`config.mk`:
```
export PLATFORM = sky130hd
export DESIGN_NAME = cssm_ctrl
export DESIGN_NICKNAME = d
export VERILOG_FILES = /design/src/hw/rtl/cssm_pkg.sv /design/src/hw/rtl/cssm_ctrl.sv
export SDC_FILE = /design/constraint.sdc
export NUM_CORES = 1
export LEC_CHECK = 0
export BUFFER_PORTS_ARGS = -buffer_cell sky130_fd_sc_hd__buf_2
export CORE_MARGIN = 4
export CORE_UTILIZATION = 25
export DETAILED_ROUTE_END_ITERATION = 6
export HOLD_SLACK_MARGIN = 0.12
export SLEW_MARGIN = 20
export SYNTH_ARGS = -nofsm -noshare
export SYNTH_HDL_FRONTEND = slang
export SYNTH_SLANG_ARGS = --single-unit
```
`constraint.sdc`:
```
create_clock -name i_clk -period 4.7 [get_ports i_clk]
set_clock_uncertainty 0.1 [all_clocks]
set_input_delay 0.705 -clock i_clk [delete_from_list [all_inputs] [get_ports i_clk]]
set_output_delay 0.705 -clock i_clk [all_outputs]
set_load 0.02 [all_outputs]
```
`src/hw/rtl/cssm_pkg.sv`:
```
package cssm_pkg;

    localparam int IDX_W  = 8;
    localparam int DATA_W = 32;

    typedef enum logic [1:0] {
        ACT_WRITE  = 2'd0,
        ACT_READ   = 2'd1,
        ACT_SORT   = 2'd2,
        ACT_MEDIAN = 2'd3
    } t_action;

    typedef enum logic [3:0] {
        S_IDLE, S_DECODE, S_WR, S_RD, S_RDW, S_CPY, S_CPYW, S_LDV, S_LDW,
        S_CMP, S_CMPW, S_PUT, S_MED, S_MEDW, S_FIN
    } t_state;

    typedef enum logic [2:0] {
        A_LO, A_I, A_J, A_JM1, A_MED
    } t_asel;

    typedef enum logic [1:0] {
        W_VAL, W_RDC, W_RDM, W_V
    } t_wsrc;

    typedef struct packed {
        logic    ld;
        logic    rd;
        logic    we_c;
        logic    we_s;
        t_asel   asel;
        t_wsrc   wsrc;
        logic    i_lo;
        logic    i_lo1;
        logic    i_inc;
        logic    j_ld;
        logic    j_dec;
        logic    v_ld;
        logic    out_ld;
        logic    dsel_rd;
        logic    ok;
    } t_cmd;

    typedef struct packed {
        t_action act;
        logic    lo_ok;
        logic    rng_ok;
        logic    j_eq_lo;
        logic    i_eq_hi;
        logic    less;
    } t_sts;

endpackage

```
`src/hw/rtl/cssm_ctrl.sv`:
```
module cssm_ctrl
    import cssm_pkg::*;
(
    input  logic i_clk,
    input  logic i_rst_n,
    input  logic i_in_valid,
    output logic o_in_ready,
    output logic o_out_valid,
    input  logic i_out_ready,
    input  t_sts i_sts,
    output t_cmd o_cmd
);

    t_state r_state, n_state;
    logic   r_okf, n_okf;
    logic   r_rdres, n_rdres;
    logic   r_out_valid, n_out_valid;

    always_ff @(posedge i_clk) begin
        if (!i_rst_n) begin
            r_state     <= S_IDLE;
            r_okf       <= 1'b0;
            r_rdres     <= 1'b0;
            r_out_valid <= 1'b0;
        end else begin
            r_state     <= n_state;
            r_okf       <= n_okf;
            r_rdres     <= n_rdres;
            r_out_valid <= n_out_valid;
        end
    end

    always_comb begin
        t_cmd c;
        logic med;
        c         = '0;
        c.asel    = A_LO;
        c.wsrc    = W_VAL;
        med       = (i_sts.act == ACT_MEDIAN);
        n_state   = r_state;
        n_okf     = r_okf;
        n_rdres   = r_rdres;
        n_out_valid = r_out_valid;
        if (r_out_valid && i_out_ready) begin
            n_out_valid = 1'b0;
        end
        unique case (r_state)
            S_IDLE: begin
                if (i_in_valid) begin
                    c.ld    = 1'b1;
                    n_state = S_DECODE;
                end
            end
            S_DECODE: begin
                n_okf   = 1'b0;
                n_rdres = 1'b0;
                unique case (i_sts.act)
                    ACT_WRITE: n_state = i_sts.lo_ok ? S_WR : S_FIN;
                    ACT_READ:  n_state = i_sts.lo_ok ? S_RD : S_FIN;
                    ACT_SORT: begin
                        c.i_lo1 = 1'b1;
                        n_state = i_sts.rng_ok ? S_LDV : S_FIN;
                    end
                    ACT_MEDIAN: begin
                        c.i_lo  = 1'b1;
                        n_state = i_sts.rng_ok ? S_CPY : S_FIN;
                    end
                    default: n_state = S_FIN;
                endcase
            end
            S_WR: begin
                c.asel  = A_LO;
                c.wsrc  = W_VAL;
                c.we_c  = 1'b1;
                n_okf   = 1'b1;
                n_state = S_FIN;
            end
            S_RD: begin
                c.asel  = A_LO;
                c.rd    = 1'b1;
                n_state = S_RDW;
            end
            S_RDW: begin
                n_okf   = 1'b1;
                n_rdres = 1'b1;
                n_state = S_FIN;
            end
            S_CPY: begin
                c.asel  = A_I;
                c.rd    = 1'b1;
                n_state = S_CPYW;
            end
            S_CPYW: begin
                c.asel = A_I;
                c.wsrc = W_RDC;
                c.we_s = 1'b1;
                if (i_sts.i_eq_hi) begin
                    c.i_lo1 = 1'b1;
                    n_state = S_LDV;
                end else begin
                    c.i_inc = 1'b1;
                    n_state = S_CPY;
                end
            end
            S_LDV: begin
                c.asel  = A_I;
                c.rd    = 1'b1;
                c.j_ld  = 1'b1;
                n_state = S_LDW;
            end
            S_LDW: begin
                c.v_ld  = 1'b1;
                n_state = S_CMP;
            end
            S_CMP: begin
                if (i_sts.j_eq_lo) begin
                    n_state = S_PUT;
                end else begin
                    c.asel  = A_JM1;
                    c.rd    = 1'b1;
                    n_state = S_CMPW;
                end
            end
            S_CMPW: begin
                if (i_sts.less) begin
                    c.asel  = A_J;
                    c.wsrc  = W_RDM;
                    c.we_c  = !med;
                    c.we_s  = med;
                    c.j_dec = 1'b1;
                    n_state = S_CMP;
                end else begin
                    n_state = S_PUT;
                end
            end
            S_PUT: begin
                c.asel = A_J;
                c.wsrc = W_V;
                c.we_c = !med;
                c.we_s = med;
                if (i_sts.i_eq_hi) begin
                    n_okf   = 1'b1;
                    n_state = med ? S_MED : S_FIN;
                end else begin
                    c.i_inc = 1'b1;
                    n_state = S_LDV;
                end
            end
            S_MED: begin
                c.asel  = A_MED;
                c.rd    = 1'b1;
                n_state = S_MEDW;
            end
            S_MEDW: begin
                n_rdres = 1'b1;
                n_state = S_FIN;
            end
            S_FIN: begin
                if (!r_out_valid || i_out_ready) begin
                    c.out_ld    = 1'b1;
                    c.ok        = r_okf;
                    c.dsel_rd   = r_rdres;
                    n_out_valid = 1'b1;
                    n_state     = S_IDLE;
                end
            end
            default: n_state = S_IDLE;
        endcase
        o_cmd = c;
    end

    assign o_in_ready  = (r_state == S_IDLE);
    assign o_out_valid = r_out_valid;

endmodule

```
==> results.toml, run 1 <==
[worst_hold_path]
hp-class = "reg -> reg"
holdPathStages = 2
hold_path_end = "r_okf"
min_from = "r_okf"

[sta]
slew_headroom_pct = 57.30
hold_viol = 0
fmaxAchievable_ghz = 0.3565
fin_crit_sh_pct = 59.68
rsz0062_at_grt = "false"
maxSlewViolCount = 0
worstMarginPinSlew_ps = 639.6
worst_hold_slack_ps = 397.4
setup_viol = 0
fin_tns_setup_ps = 0
post-route-min-period_ps = 2805

[synthesis]
synthFlopType = "dfxtp_1"
yosysSeqAreaShare_pct = 19.21
ys_seq_elements = 7
synthTopCellsByArea = "dfxtp_1 (19%), nor2_1 (7.7%), o21ai_0 (5.5%), nand2b_1 (5.1%), nor2b_1 (5.1%)"
synth_area_per_cell_um2 = 6.754
synth_nets = 119
async_flop_share_pct = 0
netlist_instances = 108
synth_warnings = 0
yosys.area.top_type = "dfxtp_1"
syn_area_um2 = 729.5
synth_edf_count = 0
synth_top_cell_area_share_pct = 19.21
yosysUniqueCellTypes = 41

[die]
fp.dieH_um = 62.02
fp.dieArea_um2 = 3846
core-area_um2 = 2781
initial_core_util_pct = 26.23
io_pins = 31
rows = 19
die_w_um = 62.02

[detailed_routing]
viasPerCell = 5.427
ant_nets = 0
vias = 890
drc = 0
wl_per_cell_um = 13.73
first_pass_iters = 4
drtIter0Drc = 22
wl_um = 2252

[worst_setup_path]
critPathRequiredTime_ps = 3890
cpPeakStageDelay_ps = 720
slowest_stage = "dfxtp_1"
critPathBufInv = 1
worst-setup-path-type = "reg -> out"
regToRegStartpoint = "r_state[0]"
reg2reg_slack_ps = 2700
cp-end-kind = "primary output"
r2r_end = "r_state[3]"
worstRegToRegCells = 4
crit_path_cell_trace = "nand2b_2, or4b_1, o21a_1, nor2_1, buf_2"
start_kind = "flop"
critPathArrivalTime_ps = 2000
crit_fanout = 22
crit_family = "simple AND/OR/NAND/NOR gates"

[finish]
n_fill_cell = 306
diodes = 0
fin_util_pct = 32.21
finalNetCount = 145
layout-drive-gt1-share_pct = 26.32
multi_input_area_um2 = 521.8
final-seq-area_um2 = 140.1
area_growth_pct = 22.81

[clocking]
cts.path.max_buffers = 2
cts_tree = "done"
cts_setup_buffers = 0
cts_max_level = 1
cts.repair.resized = 0
cts_sinks = 7
clkTransAtPathRegs_ps = 50
ctsHoldBuffers = 0
cts_buffers = 3
worstSkewPairLatency_ps = 250
cts-root-buf = "clkbuf_4"

[power]
ir_worst_vdd_v = 0.0003348
p_leak_nw = 0.4027
power.density_nw_per_um2 = 522.7

[grt]
grt-ovfl-total = 0
grt_pass1_vias = 867
antenna_found_initial = 0
grtUsageTotal_pct = 12.66
grt_max_degree = 23
grt_first_pass_wirelength_um = 3684

[placed_design]
port_buffers = 30
gp_congestion = 0.8150
hpwl_um = 1785

[flow_run]
cap_viol_max_count = 0

[outcome]
status = "finished clean"
## cells in the final DEF, fill, tap and decap left out, types with 2 or more instances in the layout
cell type	count
nand2_1	7
nand2b_1	6
nor3_1	6
o211ai_1	2
buf_2	30
nor2b_1	6
a21oi_1	6
o22a_1	2
dfxtp_1	7
clkbuf_4	3
o21ai_0	8
and2_1	3
inv_1	4
nor2_1	15
and3_1	2
## cells by family after synthesis
kind of cell / after synthesis / share of synthesized area, %
compound gates: 34 / 32.94
simple gates: 51 / 36.02
xor+xnor: 1 / 1.201
buf+inv: 14 / 9.260
flops: 7 / 19.21
mux: 1 / 1.372
## per-stage QoR
step	worst slack (ps)	instance area (um^2)	cells	total power [mW]
2_1_floorplan	2297	729.5	108	0.3524
3_3_place_gp	2233	869.6	160	0.4071
3_5_place_dp	2176	869.6	160	0.4121
4_1_cts	1903	895.9	164	0.4696
5_1_grt	1721	895.9	164	0.5111
6_report	1895	895.9	164	0.4683
## Yosys cell counts (2+ instances only)
cell,instances
buf_2,6
nand2_1,7
dfxtp_1,7
nor2b_1,6
nor3_1,6
a21oi_1,6
o21ai_0,8
and2_1,3
nand2b_1,6
nor2_1,15
buf_4,2
inv_1,4
and3_1,2
o211ai_1,2
o22a_1,2
## worst max path at each step
| stage | from | end | slack, ps | cells after the start |
|---|---|---|---|---|
| 4_1_cts | r_state[0] | o_cmd[7] | 1900 | 5 |
| 3_3_place_gp | i_sts[5] | o_cmd[7] | 2230 | 5 |
| 6_report | r_state[0] | o_cmd[7] | 1900 | 5 |
| 5_1_grt | r_state[0] | o_cmd[7] | 1720 | 5 |
| 2_1_floorplan | r_state[0] | o_cmd[0] | 2300 | 4 |
| 3_5_place_dp | r_state[0] | o_cmd[7] | 2180 | 5 |
## worst reg2reg max path, cell delays in order, from the launching register on
cell and delay [ps]:
dfxtp_1 720, nand2b_1 260, o211ai_1 120, a32o_1 300, o41a_1 390
## per-layer routing
metal	track usage (%)	share of wire (%)	vias up
met4	6.364	1.8	0
met1	15.56	44	424
li1	-	-	438
met5	0	0	-
met3	1.653	5.8	5
met2	21.45	48	23
## cell type report
cell class / instances / area share, %
tap: 31 / 4.330
multi-input combinational: 87 / 58.24
inverter: 5 / 2.095
timing repair buffer: 30 / 16.76
clock buffer: 4 / 2.933
sequential: 7 / 15.64
## power by group
| part | total (mW) | internal [mW] | switching [mW] |
|---|---|---|---|
| Combinational | 0.270 | 0.114 | 0.156 |
| Sequential | 0.144 | 0.0783 | 0.0660 |
| Clock | 0.0543 | 0.0324 | 0.0219 |
| Total | 0.468 | 0.224 | 0.244 |
## sequential cells by signal (all words and copies together) (netlist names)
register,cells
o_out_valid,1
r_okf,1
r_rdres,1
r_state,4
(Power assumes the default switching activity.)
==> run 2, diff against run 1 <==
==> constraint.sdc (replaced) <==
create_clock -name i_clk -period 2.7 [get_ports i_clk]
set_clock_uncertainty 0.1 [all_clocks]
set_input_delay 0.405 -clock i_clk [delete_from_list [all_inputs] [get_ports i_clk]]
set_output_delay 0.405 -clock i_clk [all_outputs]
set_load 0.02 [all_outputs]
==> run 2 against run 1 <==
Worst setup slack lost 1600 ps. Cell area up 2.5%. Highest routed layer unchanged. Critical path type unchanged. Register-to-register slack worse by 2000 ps. Critical endpoint is now o_cmd[1]. Sequential share of layout area fell by 0.38 points.
==> results.toml, run 2 (synthesis results as in run 1) <==
[outcome]
status = "finished clean"

[grt]
grtUsageTotal_pct = 11.89
antenna_found_initial = 0
grt_max_degree = 20
grt_first_pass_wirelength_um = 3532
grt_pass1_vias = 809
grt-ovfl-total = 0

[power]
p_int_mw = 0.4107
p_leak_nw = 0.4183
clockPowerShare_pct = 11.3
total_power_mw = 0.8429
p_seq_share_pct = 25.1
switching_share_pct = 51.27
ir_worst_vdd_v = 0.0004285
combPwrFrac_pct = 63.5
power.density_nw_per_um2 = 917.8
p_switching_mw = 0.4322

[clocking]
cts_buffers = 3
cts_tree = "done"
cts_setup_buffers = 0
cts.repair.resized = 0
ctsHoldBuffers = 0
cts_sinks = 7
cts.path.max_buffers = 2
cts-root-buf = "clkbuf_4"
clkTransAtPathRegs_ps = 50
worstSkewPairLatency_ps = 250
cts_max_level = 1

[die]
io_pins = 31
fp.dieH_um = 62.02
fp.dieArea_um2 = 3846
initial_core_util_pct = 26.23
core-area_um2 = 2781
rows = 19
die_w_um = 62.02

[placed_design]
placedCellCount = 163
gp_congestion = 0.9431
placed_cell_area_um2 = 892.1
port_buffers = 30
hpwl_um = 1835

[detailed_routing]
first_pass_iters = 4
drtIter0Drc = 54
ant_nets = 0
viasPerCell = 5.341
drc = 0
wl_per_cell_um = 13.46
wl_um = 2248
vias = 892

[finish]
layout_commonest_cell = "buf_2"
diodes = 0
top_register = "r_state"
layout-drive-gt1-share_pct = 27.94
final_cells = 167
finalNetCount = 148
layout_common_cells = "buf_2 (30), nor2_1 (15), o21ai_0 (8)"
fin_area_um2 = 918.4
largest_reg_flops = 4
area_growth_pct = 25.90

[sta]
fmaxAchievable_ghz = 0.4241
hold_viol = 0
fin_crit_sh_pct = 87.33
fin_tns_setup_ps = 0
post-route-min-period_ps = 2358
worstMarginPinSlew_ps = 577.8
setup_viol = 0
rsz0062_at_grt = "false"
slew_headroom_pct = 60.49
maxSlewViolCount = 0

[worst_setup_path]
critPathArrivalTime_ps = 1850
crit_fanout = 19
worst-setup-path-type = "reg -> out"
critPathRequiredTime_ps = 2190
start_kind = "flop"
cp-end-kind = "primary output"

[worst_hold_path]
hp-class = "in -> reg"

[flow_run]
cap_viol_max_count = 0
[run 2: cell types whose count changed in the layout (fill, tap and decap cells not counted), sizes merged]
| cell | delta |
|---|---|
| buf | +3 |
[run 2: cell type report]
type / instances / area, um^2
inverters: 5 / 18.77
well taps: 31 / 38.79
clock buffers: 4 / 26.28
flip-flops and latches: 7 / 140.1
multi-input cells: 87 / 521.8
fillers: 305 / 1863
repair buffers: 33 / 172.7
[run 2: final timing paths]
path,to,slack [ps],start,cells after the start
worst max register to register,r_state[3],710,r_state[0],5
worst max-delay path,o_cmd[1],340,r_state[2],4
worst min register to register,r_okf,400,r_okf,2
worst min-delay path,r_state[1],310,i_rst_n,2
[run 2: power groups by stage]
stage,logic (mW),registers (mW),clock network [mW]
after CTS,0.536,0.207,0.0977
after detailed placement,0.533,0.210,0
after global routing,0.590,0.215,0.105
final,0.536,0.212,0.0953
after global placement,0.529,0.210,0
after floorplan,0.461,0.152,0
[run 2: through the flow]
step | hold slack, ps | utilization (%) | worst slack (ps)
2_1_floorplan | 352.7 | - | 597.2
3_3_place_gp | 388.9 | 32.07 | 682.3
5_1_grt | 307.2 | 33.02 | 224.5
6_report | 311.8 | 33.02 | 342.2
3_5_place_dp | 396.6 | 32.07 | 654.2
4_1_cts | 306.4 | 33.02 | 379.4
[run 2: per-layer routing]
layer	global-route usage (%)	wire length [um]	part of all wire [%]
met1	15.66	994	44
met5	0	0	0
met3	2.479	161	7.2
met4	4.848	36	1.6
met2	18.79	1056	47
[run 2: critical path, cell delays in order, from the launching register on]
cell and delay, ps:
dfxtp_1 680, nand2_1 280, nor3_1 320, and2_1 170
buf_2 150
